File: src/rtl/core/hbl_pkg.sv
// Shared types and constants for the HSV breathing LED color engine.
package hbl_pkg;

    localparam int HBL_FRACTION_BITS = 16;
    localparam int HBL_CFG_IDX_W     = 8;

    localparam logic [HBL_CFG_IDX_W-1:0] HBL_REG_STEP  = 8'd0;
    localparam logic [HBL_CFG_IDX_W-1:0] HBL_REG_FLOOR = 8'd1;

    localparam logic [15:0] HBL_STEP_RESET  = 16'd655;
    localparam logic [15:0] HBL_FLOOR_RESET = 16'd655;

    localparam logic [7:0] HBL_DEN_255  = 8'd255;
    localparam logic [7:0] HBL_HALF_255 = 8'd127;

    typedef struct packed {
        logic        mode;
        logic [23:0] color;
    } t_in_word;

    typedef struct packed {
        logic [7:0] red;
        logic [7:0] green;
        logic [7:0] blue;
        logic       rising;
    } t_out_word;

endpackage

File: src/rtl/core/hbl_div.sv
// Bit-serial restoring divider: wide dividend by an 8-bit divisor, one bit per cycle.
module hbl_div #(
    parameter int DW = 24
) (
    input  logic          i_clk,
    input  logic          i_rst_n,
    input  logic          i_start,
    input  logic [DW-1:0] i_num,
    input  logic [7:0]    i_den,
    output logic          o_done,
    output logic [DW-1:0] o_quo,
    output logic [7:0]    o_rem
);

    localparam int CW = $clog2(DW + 1);

    logic [DW-1:0] r_q;
    logic [7:0]    r_r;
    logic [7:0]    r_d;
    logic [CW-1:0] r_cnt;
    logic          r_busy;
    logic          r_done;

    logic [8:0] w_trial;
    logic       w_ge;
    logic [8:0] w_nr;

    always_comb begin
        w_trial = {r_r, r_q[DW-1]};
        w_ge    = (w_trial >= {1'b0, r_d});
        w_nr    = w_ge ? (w_trial - {1'b0, r_d}) : w_trial;
    end

    always_ff @(posedge i_clk) begin
        if (!i_rst_n) begin
            r_busy <= 1'b0;
            r_done <= 1'b0;
            r_cnt  <= '0;
        end else begin
            r_done <= !i_start && r_busy && (r_cnt == CW'(1));
            if (i_start) begin
                r_q    <= i_num;
                r_r    <= '0;
                r_d    <= i_den;
                r_cnt  <= CW'(DW);
                r_busy <= 1'b1;
            end else if (r_busy) begin
                r_q   <= {r_q[DW-2:0], w_ge};
                r_r   <= w_nr[7:0];
                r_cnt <= r_cnt - 1'b1;
                if (r_cnt == CW'(1)) begin
                    r_busy <= 1'b0;
                end
            end
        end
    end

    assign o_done = r_done;
    assign o_quo  = r_q;
    assign o_rem  = r_r;

endmodule

File: src/rtl/core/hbl_mul.sv
// Bit-serial shift-add multiplier, one multiplier bit per cycle.
module hbl_mul #(
    parameter int W = 17
) (
    input  logic           i_clk,
    input  logic           i_rst_n,
    input  logic           i_start,
    input  logic [W-1:0]   i_a,
    input  logic [W-1:0]   i_b,
    output logic           o_done,
    output logic [2*W-1:0] o_prod
);

    localparam int CW = $clog2(W + 1);

    logic [W-1:0]  r_a;
    logic [W-1:0]  r_hi;
    logic [W-1:0]  r_lo;
    logic [CW-1:0] r_cnt;
    logic          r_busy;
    logic          r_done;

    logic [W:0] w_sum;

    assign w_sum = {1'b0, r_hi} + (r_lo[0] ? {1'b0, r_a} : '0);

    always_ff @(posedge i_clk) begin
        if (!i_rst_n) begin
            r_busy <= 1'b0;
            r_done <= 1'b0;
            r_cnt  <= '0;
        end else begin
            r_done <= !i_start && r_busy && (r_cnt == CW'(1));
            if (i_start) begin
                r_a    <= i_a;
                r_hi   <= '0;
                r_lo   <= i_b;
                r_cnt  <= CW'(W);
                r_busy <= 1'b1;
            end else if (r_busy) begin
                r_hi  <= w_sum[W:1];
                r_lo  <= {w_sum[0], r_lo[W-1:1]};
                r_cnt <= r_cnt - 1'b1;
                if (r_cnt == CW'(1)) begin
                    r_busy <= 1'b0;
                end
            end
        end
    end

    assign o_done = r_done;
    assign o_prod = {r_hi, r_lo};

endmodule

File: src/rtl/core/hsv_breathing_led_color_top.sv
// HSV breathing LED color engine: sequencer, state and config registers.
// One word in gives one word out. A load word stores the color and its peak
// brightness with one serial divide. A tick word runs HSV conversion, the
// brightness step and the conversion back to RGB through a bit-serial divider
// (up to four divides of F+8 bits, fewer for a gray or black color) and a
// bit-serial multiplier (five products of F+1 bits). A new word is taken while
// the previous result still waits at the output register. Config writes are
// always taken.
module hsv_breathing_led_color_top #(
    parameter int FRACTION_BITS = hbl_pkg::HBL_FRACTION_BITS
) (
    input  logic                              i_clk,
    input  logic                              i_rst_n,
    input  logic                              i_in_valid,
    output logic                              o_in_ready,
    input  hbl_pkg::t_in_word                 i_in_word,
    output logic                              o_out_valid,
    input  logic                              i_out_ready,
    output hbl_pkg::t_out_word                o_out_word,
    input  logic                              i_cfg_valid,
    output logic                              o_cfg_ready,
    input  logic [hbl_pkg::HBL_CFG_IDX_W-1:0] i_cfg_index,
    input  logic [15:0]                       i_cfg_data
);

    localparam int F  = FRACTION_BITS;
    localparam int DW = F + 8;
    localparam logic [F:0] ONE = {1'b1, {F{1'b0}}};

    localparam logic [3:0] S_IDLE = 4'd0;
    localparam logic [3:0] S_PEAK = 4'd1;
    localparam logic [3:0] S_HUE  = 4'd2;
    localparam logic [3:0] S_FRAC = 4'd3;
    localparam logic [3:0] S_SAT  = 4'd4;
    localparam logic [3:0] S_VAL  = 4'd5;
    localparam logic [3:0] S_STEP = 4'd6;
    localparam logic [3:0] S_M1   = 4'd7;
    localparam logic [3:0] S_M2   = 4'd8;
    localparam logic [3:0] S_MP   = 4'd9;
    localparam logic [3:0] S_MQ   = 4'd10;
    localparam logic [3:0] S_MT   = 4'd11;
    localparam logic [3:0] S_MAP  = 4'd12;
    localparam logic [3:0] S_OUT  = 4'd13;

    logic [3:0]  r_state;
    logic [3:0]  r_prev_state;
    logic [23:0] r_in_color;
    logic [23:0] r_color;
    logic [F:0]  r_peak;
    logic        r_dir;
    logic [15:0] r_step;
    logic [15:0] r_floor;
    logic [2:0]  r_sector;
    logic [7:0]  r_rem;
    logic [F:0]  r_frac;
    logic [F:0]  r_sat;
    logic [F:0]  r_v;
    logic [F:0]  r_m1;
    logic [F:0]  r_m2;
    logic [F:0]  r_p;
    logic [F:0]  r_q;
    logic [F:0]  r_t;
    logic        r_ovalid;
    hbl_pkg::t_out_word r_oword;

    logic              w_go;

    logic [23:0]       w_src;
    logic [7:0]        w_r;
    logic [7:0]        w_g;
    logic [7:0]        w_b;
    logic [7:0]        w_cmax;
    logic [7:0]        w_cmin;
    logic [7:0]        w_delta;
    logic signed [11:0] w_tots;
    logic [10:0]       w_tot;

    logic              w_div_start;
    logic [DW-1:0]     w_div_num;
    logic [7:0]        w_div_den;
    logic              w_div_done;
    logic [DW-1:0]     w_div_quo;
    logic [7:0]        w_div_rem;

    logic              w_mul_start;
    logic [F:0]        w_mul_a;
    logic [F:0]        w_mul_b;
    logic              w_mul_done;
    logic [2*F+1:0]    w_mul_prod;
    logic [F:0]        w_mres;

    logic [F+15:0]     w_step_ext;
    logic [F+15:0]     w_floor_ext;
    logic [F+1:0]      w_step;
    logic [F+1:0]      w_floor;
    logic [F+1:0]      w_sum;

    logic [F:0]        w_vr;
    logic [F:0]        w_vg;
    logic [F:0]        w_vb;

    function automatic logic [7:0] to_chan(input logic [F:0] x);
        logic [F+8:0] t;
        t = {x, 8'd0} - {8'd0, x} + {9'd0, 1'b1, {(F-1){1'b0}}};
        return (t[F+8:F] > 9'd255) ? 8'd255 : t[F+7:F];
    endfunction

    // first cycle in a new state
    assign w_go = (r_state != r_prev_state);

    always_comb begin
        w_src   = (r_state == S_PEAK) ? r_in_color : r_color;
        w_r     = w_src[23:16];
        w_g     = w_src[15:8];
        w_b     = w_src[7:0];
        w_cmax  = (w_r > w_g) ? w_r : w_g;
        w_cmax  = (w_cmax > w_b) ? w_cmax : w_b;
        w_cmin  = (w_r < w_g) ? w_r : w_g;
        w_cmin  = (w_cmin < w_b) ? w_cmin : w_b;
        w_delta = w_cmax - w_cmin;
        if (w_cmax == w_r) begin
            w_tots = $signed({4'd0, w_g}) - $signed({4'd0, w_b});
            if (w_tots < 0) begin
                w_tots = w_tots + $signed({1'b0, w_delta, 3'd0}) - $signed({3'd0, w_delta, 1'b0});
            end
        end else if (w_cmax == w_g) begin
            w_tots = $signed({3'd0, w_delta, 1'b0}) + $signed({4'd0, w_b})
                   - $signed({4'd0, w_r});
        end else begin
            w_tots = $signed({2'd0, w_delta, 2'd0}) + $signed({4'd0, w_r})
                   - $signed({4'd0, w_g});
        end
        w_tot = w_tots[10:0];
    end

    always_comb begin
        w_div_num = '0;
        w_div_den = hbl_pkg::HBL_DEN_255;
        case (r_state)
            S_PEAK, S_VAL: begin
                w_div_num = {w_cmax, {F{1'b0}}} + {{F{1'b0}}, hbl_pkg::HBL_HALF_255};
            end
            S_HUE: begin
                w_div_num = {{(DW-11){1'b0}}, w_tot};
                w_div_den = w_delta;
            end
            S_FRAC: begin
                w_div_num = {r_rem, {F{1'b0}}} + {{F{1'b0}}, 1'b0, w_delta[7:1]};
                w_div_den = w_delta;
            end
            S_SAT: begin
                w_div_num = {w_delta, {F{1'b0}}} + {{F{1'b0}}, 1'b0, w_cmax[7:1]};
                w_div_den = w_cmax;
            end
            default: begin
                w_div_num = '0;
            end
        endcase
    end

    assign w_div_start = w_go && ((r_state == S_PEAK) || (r_state == S_VAL)
                       || (r_state == S_FRAC)
                       || ((r_state == S_HUE) && (w_delta != 8'd0))
                       || ((r_state == S_SAT) && (w_cmax != 8'd0)));

    always_comb begin
        w_mul_a = r_v;
        w_mul_b = ONE - r_sat;
        case (r_state)
            S_M1: begin
                w_mul_a = r_frac;
                w_mul_b = r_sat;
            end
            S_M2: begin
                w_mul_a = ONE - r_frac;
                w_mul_b = r_sat;
            end
            S_MQ: w_mul_b = ONE - r_m1;
            S_MT: w_mul_b = ONE - r_m2;
            default: w_mul_b = ONE - r_sat;
        endcase
    end

    assign w_mul_start = w_go && ((r_state == S_M1) || (r_state == S_M2)
                       || (r_state == S_MP) || (r_state == S_MQ) || (r_state == S_MT));
    assign w_mres      = w_mul_prod[2*F:F];

    assign w_step_ext  = {r_step, {F{1'b0}}};
    assign w_floor_ext = {r_floor, {F{1'b0}}};
    assign w_step      = {2'b00, w_step_ext[F+15:16]};
    assign w_floor     = {2'b00, w_floor_ext[F+15:16]};
    assign w_sum       = {1'b0, r_v} + w_step;

    always_comb begin
        case (r_sector)
            3'd0: begin w_vr = r_v; w_vg = r_t; w_vb = r_p; end
            3'd1: begin w_vr = r_q; w_vg = r_v; w_vb = r_p; end
            3'd2: begin w_vr = r_p; w_vg = r_v; w_vb = r_t; end
            3'd3: begin w_vr = r_p; w_vg = r_q; w_vb = r_v; end
            3'd4: begin w_vr = r_t; w_vg = r_p; w_vb = r_v; end
            default: begin w_vr = r_v; w_vg = r_p; w_vb = r_q; end
        endcase
    end

    hbl_div #(.DW(DW)) u_div (
        .i_clk   (i_clk),
        .i_rst_n (i_rst_n),
        .i_start (w_div_start),
        .i_num   (w_div_num),
        .i_den   (w_div_den),
        .o_done  (w_div_done),
        .o_quo   (w_div_quo),
        .o_rem   (w_div_rem)
    );

    hbl_mul #(.W(F + 1)) u_mul (
        .i_clk   (i_clk),
        .i_rst_n (i_rst_n),
        .i_start (w_mul_start),
        .i_a     (w_mul_a),
        .i_b     (w_mul_b),
        .o_done  (w_mul_done),
        .o_prod  (w_mul_prod)
    );

    always_ff @(posedge i_clk) begin
        if (!i_rst_n) begin
            r_state      <= S_IDLE;
            r_prev_state <= S_IDLE;
            r_color      <= '0;
            r_peak       <= '0;
            r_dir        <= 1'b0;
            r_step       <= hbl_pkg::HBL_STEP_RESET;
            r_floor      <= hbl_pkg::HBL_FLOOR_RESET;
            r_ovalid     <= 1'b0;
        end else begin
            r_prev_state <= r_state;
            if (i_cfg_valid) begin
                case (i_cfg_index)
                    hbl_pkg::HBL_REG_STEP:  r_step  <= i_cfg_data;
                    hbl_pkg::HBL_REG_FLOOR: r_floor <= i_cfg_data;
                    default: ;
                endcase
            end
            if (r_ovalid && i_out_ready && (r_state != S_OUT)) begin
                r_ovalid <= 1'b0;
            end
            case (r_state)
                S_IDLE: begin
                    if (i_in_valid) begin
                        r_in_color <= i_in_word.color;
                        r_state    <= i_in_word.mode ? S_HUE : S_PEAK;
                    end
                end
                S_PEAK: begin
                    if (w_div_done) begin
                        r_peak  <= w_div_quo[F:0];
                        r_color <= r_in_color;
                        r_state <= S_OUT;
                    end
                end
                S_HUE: begin
                    if (w_go && (w_delta == 8'd0)) begin
                        r_sector <= 3'd0;
                        r_frac   <= '0;
                        r_state  <= S_SAT;
                    end else if (w_div_done) begin
                        r_sector <= w_div_quo[2:0];
                        r_rem    <= w_div_rem;
                        r_state  <= S_FRAC;
                    end
                end
                S_FRAC: begin
                    if (w_div_done) begin
                        r_frac  <= w_div_quo[F:0];
                        r_state <= S_SAT;
                    end
                end
                S_SAT: begin
                    if (w_go && (w_cmax == 8'd0)) begin
                        r_sat   <= '0;
                        r_state <= S_VAL;
                    end else if (w_div_done) begin
                        r_sat   <= w_div_quo[F:0];
                        r_state <= S_VAL;
                    end
                end
                S_VAL: begin
                    if (w_div_done) begin
                        r_v     <= w_div_quo[F:0];
                        r_state <= S_STEP;
                    end
                end
                S_STEP: begin
                    if (r_dir) begin
                        if (w_sum >= {1'b0, r_peak}) begin
                            r_v   <= r_peak;
                            r_dir <= 1'b0;
                        end else begin
                            r_v <= w_sum[F:0];
                        end
                    end else begin
                        if ({1'b0, r_v} <= w_step) begin
                            r_v   <= w_floor[F:0];
                            r_dir <= 1'b1;
                        end else begin
                            r_v <= r_v - w_step[F:0];
                        end
                    end
                    r_state <= S_M1;
                end
                S_M1: begin
                    if (w_mul_done) begin
                        r_m1    <= w_mres;
                        r_state <= S_M2;
                    end
                end
                S_M2: begin
                    if (w_mul_done) begin
                        r_m2    <= w_mres;
                        r_state <= S_MP;
                    end
                end
                S_MP: begin
                    if (w_mul_done) begin
                        r_p     <= w_mres;
                        r_state <= S_MQ;
                    end
                end
                S_MQ: begin
                    if (w_mul_done) begin
                        r_q     <= w_mres;
                        r_state <= S_MT;
                    end
                end
                S_MT: begin
                    if (w_mul_done) begin
                        r_t     <= w_mres;
                        r_state <= S_MAP;
                    end
                end
                S_MAP: begin
                    r_color <= {to_chan(w_vr), to_chan(w_vg), to_chan(w_vb)};
                    r_state <= S_OUT;
                end
                S_OUT: begin
                    if (!r_ovalid || i_out_ready) begin
                        r_ovalid       <= 1'b1;
                        r_oword.red    <= r_color[23:16];
                        r_oword.green  <= r_color[15:8];
                        r_oword.blue   <= r_color[7:0];
                        r_oword.rising <= r_dir;
                        r_state        <= S_IDLE;
                    end
                end
                default: r_state <= S_IDLE;
            endcase
        end
    end

    assign o_in_ready  = (r_state == S_IDLE);
    assign o_out_valid = r_ovalid;
    assign o_out_word  = r_oword;
    assign o_cfg_ready = 1'b1;

endmodule

File: config.mk
export PLATFORM = sky130hd
export DESIGN_NAME = hsv_breathing_led_color_top
export DESIGN_NICKNAME = d
export VERILOG_FILES = /design/src/rtl/core/hbl_pkg.sv /design/src/rtl/core/hbl_div.sv /design/src/rtl/core/hbl_mul.sv /design/src/rtl/core/hsv_breathing_led_color_top.sv
export SDC_FILE = /design/constraint.sdc
export NUM_CORES = 1
export LEC_CHECK = 0
export ABC_CLOCK_PERIOD_IN_PS = 15300
export BUFFER_PORTS_ARGS = -buffer_cell sky130_fd_sc_hd__buf_2
export CAP_MARGIN = 5
export CORE_ASPECT_RATIO = 2
export CORE_MARGIN = 10
export CORE_UTILIZATION = 30
export DETAILED_ROUTE_END_ITERATION = 7
export PLACE_DENSITY = 0.54
export SLEW_MARGIN = 5
export SYNTH_ARGS = -nofsm -noshare
export SYNTH_HDL_FRONTEND = slang
export SYNTH_SLANG_ARGS = --single-unit
File: constraint.sdc
create_clock -name i_clk -period 15.3 [get_ports i_clk]
set_clock_uncertainty 0.1 [all_clocks]
set_input_delay 1.53 -clock i_clk [delete_from_list [all_inputs] [get_ports i_clk]]
set_output_delay 1.53 -clock i_clk [all_outputs]
set_load 0.01 [all_outputs]
# Word level (Yosys, flattened, before mapping)
# Index checks and enable logic that the tools add are counted.
# Widths: inputs -> output; s select.
op_classes:
  n_addsub: 27
  magnitude_cmp: 11
  n_eq_ne: 37
  muxes: 68
  bitwise: 2
  n_reduce_logical: 68
ops:
  columns: ["operator", "n"]
  rows:
  - ["$pmux 17 s3", 4]
  - ["$mux 17", 9]
  - ["$pmux 17 s2", 3]
  - ["$mux 24", 4]
  - ["$pmux 24 s4", 1]
  - ["$add 25x16->25 const B", 3]
  - ["$sub 25x17->25", 3]
  - ["$mux 8", 9]
  - ["$sub 17x17->17 const A", 4]
  - ["$mux 4", 14]
  - ["$pmux 4 s14", 1]
  - ["$add 24x7->24", 2]
  - ["$pmux 24 s2", 1]
  - ["$mux 11", 3]
  - ["$reduce_and 3->1", 10]
  - ["$gt 9x8->1 const B", 3]
  - ["$add 24x7->24 const B", 1]
  - ["$eq 4x4->1 const B", 6]
  - ["$logic_not 8->1", 3]
  - ["$mux 5", 4]
  - ["$add 17x16->18", 1]
  - ["$add 17x18->18", 1]
  - ["$ge 18x17->1", 1]
  - ["$ne 2x1->1 const B", 9]
  - ["other kinds (44)", 113]
totals:
  register_bits: 384
  input_bits: 54
  out_inout_bits: 28
  elab_cells: 250

# Logic depth before layout (Yosys ltp)
depth:
  depth_word: 15
  ltp_mapped: 46
  depth_no_buf: 40

# Hierarchy
# A second synthesis with hierarchy kept.
hier_totals:
  hier_cells: 2957
  area_unflattened_um2: 27732.8
modules_own_cells:
  columns: ["mod", "n_inst", "cells_each", "area_each_um2", "seq_area_each_um2"]
  rows:
  - ["hsv_breathing_led_color_top", 1, 2531, 22207.5, 7547.2]
  - ["hbl_mul", 1, 254, 3153.0, 1671.6]
  - ["hbl_div", 1, 172, 2372.3, 1341.3]

# Worst setup path after synthesis
# OpenSTA, ideal clock, no wires.
synth_timing:
  path_kind: "register to register"
  startpoint: "register r_state[1]"
  endpoint: "register u_div.r_q[0] (netlist: u_div.o_quo[0]) (enable)"
  setup_ns: 0.421
  arrival_time_ns: 9.734
  required_ns: 14.779
  slack_ns: 5.045
  stages_incl_launch_ff: 42
  n_path_buf: 9
  synth_period_minus_slack_ns: 10.255
  path_cell_list: "dfxtp_1 buf_2 nor4b_2 buf_4 buf_4 buf_4 buf_2 mux2i_1 inv_1 ha_1 and4_1 and2_1 clkbuf_1 o211ai_2 a32oi_4 mux2i_1 inv_1 ha_1 [6 not listed] ha_1 fa_1 inv_1 a21oi_1 nand2_1 a21oi_1 o31a_1 xnor2_1 inv_1 ha_1 nand4_1 a21oi_1 o22ai_1 a21o_1 buf_4 buf_2 nor2_1 nor2_1"
synth_between:
  elab_chain_len: 14
  word_cells_on_any_way: 27
  cone_classes: "add/sub (1); order compare (4); eq/ne (6); mux (5); reduce/logical (11)"
synth_rtl:
  columns: ["item", "line", "rtl"]
  rows:
  - ["start, declared", "hsv_breathing_led_color_top.sv:45", "logic [3:0] r_state;"]
  - ["start signal, assigned", "hsv_breathing_led_color_top.sv:252", "r_state <= i_in_word.mode ? S_HUE : S_PEAK;"]
  - ["$eq 4x1->1", "hsv_breathing_led_color_top.sv:112, hsv_breathing_led_color_top.sv:161", null]
  - ["$mux 24", "hsv_breathing_led_color_top.sv:112", "w_src = (r_state == S_PEAK) ? r_in_color : r_color;"]
  - ["$gt 8x8->1 / $lt 8x8->1 (equally long branches)", "hsv_breathing_led_color_top.sv:116, hsv_breathing_led_color_top.sv:118", null]
  - ["$mux 8 (on tied branches)", "hsv_breathing_led_color_top.sv:116, hsv_breathing_led_color_top.sv:118", null]
  - ["$gt 8x8->1 / $lt 8x8->1 (equally long branches)", "hsv_breathing_led_color_top.sv:117, hsv_breathing_led_color_top.sv:119", null]
  - ["$mux 8 (on tied branches)", "hsv_breathing_led_color_top.sv:117, hsv_breathing_led_color_top.sv:119", null]
  - ["$sub 8x8->8", "hsv_breathing_led_color_top.sv:120", "w_delta = w_cmax - w_cmin;"]
  - ["$reduce_bool 8->1", "hsv_breathing_led_color_top.sv:163", "|| ((r_state == S_HUE) && (w_delta != 8'd0))"]
  - ["$logic_and 1x1->1", "hsv_breathing_led_color_top.sv:163", null]
  - ["$logic_or 1x1->1", "hsv_breathing_led_color_top.sv:163", null]
  - ["$logic_or 1x1->1", "hsv_breathing_led_color_top.sv:164", "|| ((r_state == S_SAT) && (w_cmax != 8'd0)));"]
  - ["$logic_and 1x1->1 *", "hsv_breathing_led_color_top.sv:161", "assign w_div_start = w_go && ((r_state == S_PEAK) || (r_state == S_VAL)"]
  - ["$reduce_bool 2->1 (no line) *", null, null]
  - ["$reduce_and 2->1 (no line) *", null, null]
  - ["end signal, assigned", "hbl_div.sv:42", "r_q <= i_num;"]
  - ["end signal, assigned", "hbl_div.sv:48", "r_q <= {r_q[DW-2:0], w_ge};"]
  - ["end, declared", "hbl_div.sv:17", "logic [DW-1:0] r_q;"]
# Mark *: on every way between the ends. The rest lies on a longest branch, timed or not.
# A chain may end at the register's enable or synchronous reset.

# Final worst setup path
layout_timing:
  startpoint: "register r_state[0]"
  endpoint: "register u_div.r_q[10] (netlist: u_div.o_quo[10]), data pin"
layout_between:
  elab_chain_len: 13
  word_cells_on_any_way: 43
  cone_classes: "add/sub (10); order compare (5); eq/ne (8); mux (10); reduce/logical (10)"
layout_rtl:
  columns: ["item", "line", "rtl"]
  rows:
  - ["$eq 4x1->1", "hsv_breathing_led_color_top.sv:112, hsv_breathing_led_color_top.sv:139, hsv_breathing_led_color_top.sv:161", null]
  - ["$mux 24", "hsv_breathing_led_color_top.sv:112", null]
  - ["$gt 8x8->1 / $lt 8x8->1 (equally long branches)", "hsv_breathing_led_color_top.sv:116, hsv_breathing_led_color_top.sv:118", null]
  - ["$mux 8 (on tied branches)", "hsv_breathing_led_color_top.sv:116, hsv_breathing_led_color_top.sv:118", null]
  - ["$gt 8x8->1 / $lt 8x8->1 (equally long branches)", "hsv_breathing_led_color_top.sv:117, hsv_breathing_led_color_top.sv:119", null]
  - ["$mux 8 (on tied branches)", "hsv_breathing_led_color_top.sv:117, hsv_breathing_led_color_top.sv:119", null]
  - ["$sub 8x8->8", "hsv_breathing_led_color_top.sv:120", null]
  - ["$add 9x11->11, or another cell as far along", "hsv_breathing_led_color_top.sv:124", "w_tots = w_tots + $signed({1'b0, w_delta, 3'd0}) - $signed({3'd0, w_delta, 1'b0});"]
  - ["$sub 11x10->11, or another cell as far along", "hsv_breathing_led_color_top.sv:124", null]
  - ["$mux 11, or another cell as far along", "hsv_breathing_led_color_top.sv:123", "if (w_tots < 0) begin"]
  - ["$mux 11 / $logic_or 1x1->1 (equally long branches)", "hsv_breathing_led_color_top.sv:121, hsv_breathing_led_color_top.sv:164", null]
  - ["$pmux 24 s4 / $logic_and 1x1->1 (equally long branches)", "hsv_breathing_led_color_top.sv:139, hsv_breathing_led_color_top.sv:161", null]
  - ["$mux 24 *", "hbl_div.sv:41", "if (i_start) begin"]
# Marked as above.

==> results.cfg <==
[detailed_routing]
drt-total-wl_um = 101000
avgRoutedWirePerCell_um = 24.0
routed-via-count = 22749
drt_pass1_iterations = 6
first_iter_violations = 1462
viasPerCell = 5.39
postRouteAntennaNets = 0
drc_errors = 0

[logic_synthesis]
syn_inst = 2956
syn_avg_cell_area_sq_um = 9.29
synth_top_area_cell = edfxtp_1
synthDominantCellAreaShare = 0.314
synthDistinctLibCells = 98
synth-simple-area-share = 0.157
yosys-top-cells-area = edfxtp_1, ha_1, dfxtp_1, a21oi_1, mux2i_1
synth.most_common_cell = edfxtp_1
synthMuxAreaShare = 0.0515
postSynth.asyncResetShare = 0
synth_compound_area_frac = 0.195
synth_seq_cells = 384
synth-edff-count = 287
synthTopCellsByCount = edfxtp_1, nand2_1, nor2_1, a21oi_1, ha_1
syn-num-nets = 3255
syn_area_sq_mm = 0.0275
synthAdderAreaFrac = 0.118
synth_xor_area_frac = 0.0439
ys_seq_area_frac = 0.385
ys_warn_count = 0
synth_top_family_by_area = compound AO/OA/AOI/OAI gates
ys.flop_type = edfxtp_1

[clocking]
path_clk_slew_ns = 0.07
cts_resized = 0
htreeDepth = 2
postCtsSetupRepairBufs = 0
clockBufferDepth = 3
cts.sinks = 384
clk_latency_ns = 0.60
cts_inserted_buffers = 39
clock-root-buffer = clkbuf_16
ctsHoldBuffers = 0
cts_tree = done

[place]
port_buffers = 80
dpl.cell_count = 4144
globalplace.congestion = 1.01
dp.final_hpwl_um = 79500

[run]
max_cap_violations = 0

[status]
status = finished clean

[critical_path]
crit_path_max_fanout = 40
cp.arrival_ns = 11.63
start_kind = register
path_common_cell = a21oi_1
critical-path-slowest-cell = o21ai_0
required_ns = 15.54
critical_path_class = reg2reg
endpoint_kind = register
reg2reg_from = r_state[0]
crit_start = r_state[0]
critPathTopFamily = compound AO/OA/AOI/OAI gates
crit_buf_inv = 6
max_stage_delay_ns = 0.83

[floorplan]
die_w_um = 234
ios = 82
rows = 156
die_h_um = 448
start_util = 0.303
core_sq_mm = 0.0906
die_area_sq_mm = 0.105

[timing]
hold_ws_ns = 0.357
hold_violations = 0
max_freq_mhz = 87.8
drv_slew = 0
maxSlewHeadroom = 0.268
setup_violations = 0
rsz0062_at_grt = no
period_needed_ns = 11.39
tightestPinTransition_ns = 1.10
final.period_utilization = 0.745
tns_ns = 0

[min_path]
holdCritPathClass = reg2reg
min-delay-start = r_peak[12]

[final_layout]
area_delta_synth_final_pct = 11.6
stdcell_count = 4218
drive_gt1_frac = 0.0980
nets = 3299

[grt]
grt_pass1_vias = 22850
antenna_found_initial = 5
grt_max_degree = 63
grt_usage = 0.190
grt_pass1_wl_um = 148000
overflow = 0
## sequential cells by signal, summed over array words and instances, names as in the netlist, 24 cells and up
register	cells
o_out_word	25
r_color	24
r_in_color	24
u_div.o_quo	24
## through the flow
stage           util  setup WS [ns]  cell area (sq um)
2_1_floorplan      -           5.04              27500
6_report       0.338           3.91              30600
3_5_place_dp   0.324           4.14              29300
5_1_grt        0.338           3.30              30600
4_1_cts        0.338           4.09              30600
3_3_place_gp   0.324           4.14              29300
## area by class of cell
| cell class | instances | area [sq um] |
|---|---|---|
| well taps | 1185 | 1480 |
| fillers | 9451 | 59900 |
| clock inverters | 29 | 308 |
| multi-input cells | 2227 | 15600 |
| clock buffers | 43 | 1010 |
| inverters | 210 | 788 |
| flip-flops and latches | 384 | 10600 |
| diodes | 2 | 5.00 |
| repair buffers | 138 | 836 |
## cells by family after synthesis
| kind of cell | after synthesis |
|---|---|
| simple gates | 902 |
| other cells | 1 |
| flops | 384 |
| compound gates | 806 |
| mux | 136 |
| fa+ha+maj | 246 |
| xor+xnor | 136 |
| buf+inv | 345 |
## routing by layer
metal  share of wire  GRT usage  vias to the layer above
met5        0.000089          0                        -
met1            0.34      0.184                    10964
met2            0.54      0.359                      676
li1                -          -                    10857
met3           0.036     0.0192                      250
met4           0.083      0.145                        2
## placed cells by master (no fill, tap or decap), types with 27 or more instances in the layout
cell type,instances
a21o_1,43
xnor2_1,82
nor2_1,234
nor2b_1,49
nor3_1,57
a211oi_1,41
a21oi_1,238
and2_1,63
buf_2,80
ha_1,223
nand2_1,270
mux2i_1,110
buf_4,58
edfxtp_1,287
o21ai_0,162
nand2b_1,32
clkbuf_16,40
inv_1,205
nand3_1,48
dfxtp_1,96
o21a_1,27
xor2_1,51
## worst paths after layout
path	endpoint	slack (ns)	cells past startpoint
min reg2reg	r_peak[12]	0.36	2
min	r_peak[12]	0.36	2
max reg2reg	u_div.o_quo[10]	3.91	37
max	u_div.o_quo[10]	3.91	37
## worst register-to-register path, delay by kind of cell, from the launching register on
| kind | cells | cell delay [ns] |
|---|---|---|
| AOI/OAI and AO/OA | 12 | 3.25 |
| adders and majority gates | 6 | 2.07 |
| and+or+nand+nor | 9 | 1.89 |
| buffers and inverters | 6 | 1.37 |
| muxes | 2 | 1.37 |
| xor gates and xnor gates | 2 | 0.78 |
| DFF | 1 | 0.31 |
Power is not shown: default switching activity piles up to over one toggle a cycle in this logic, so the estimate is an artifact.
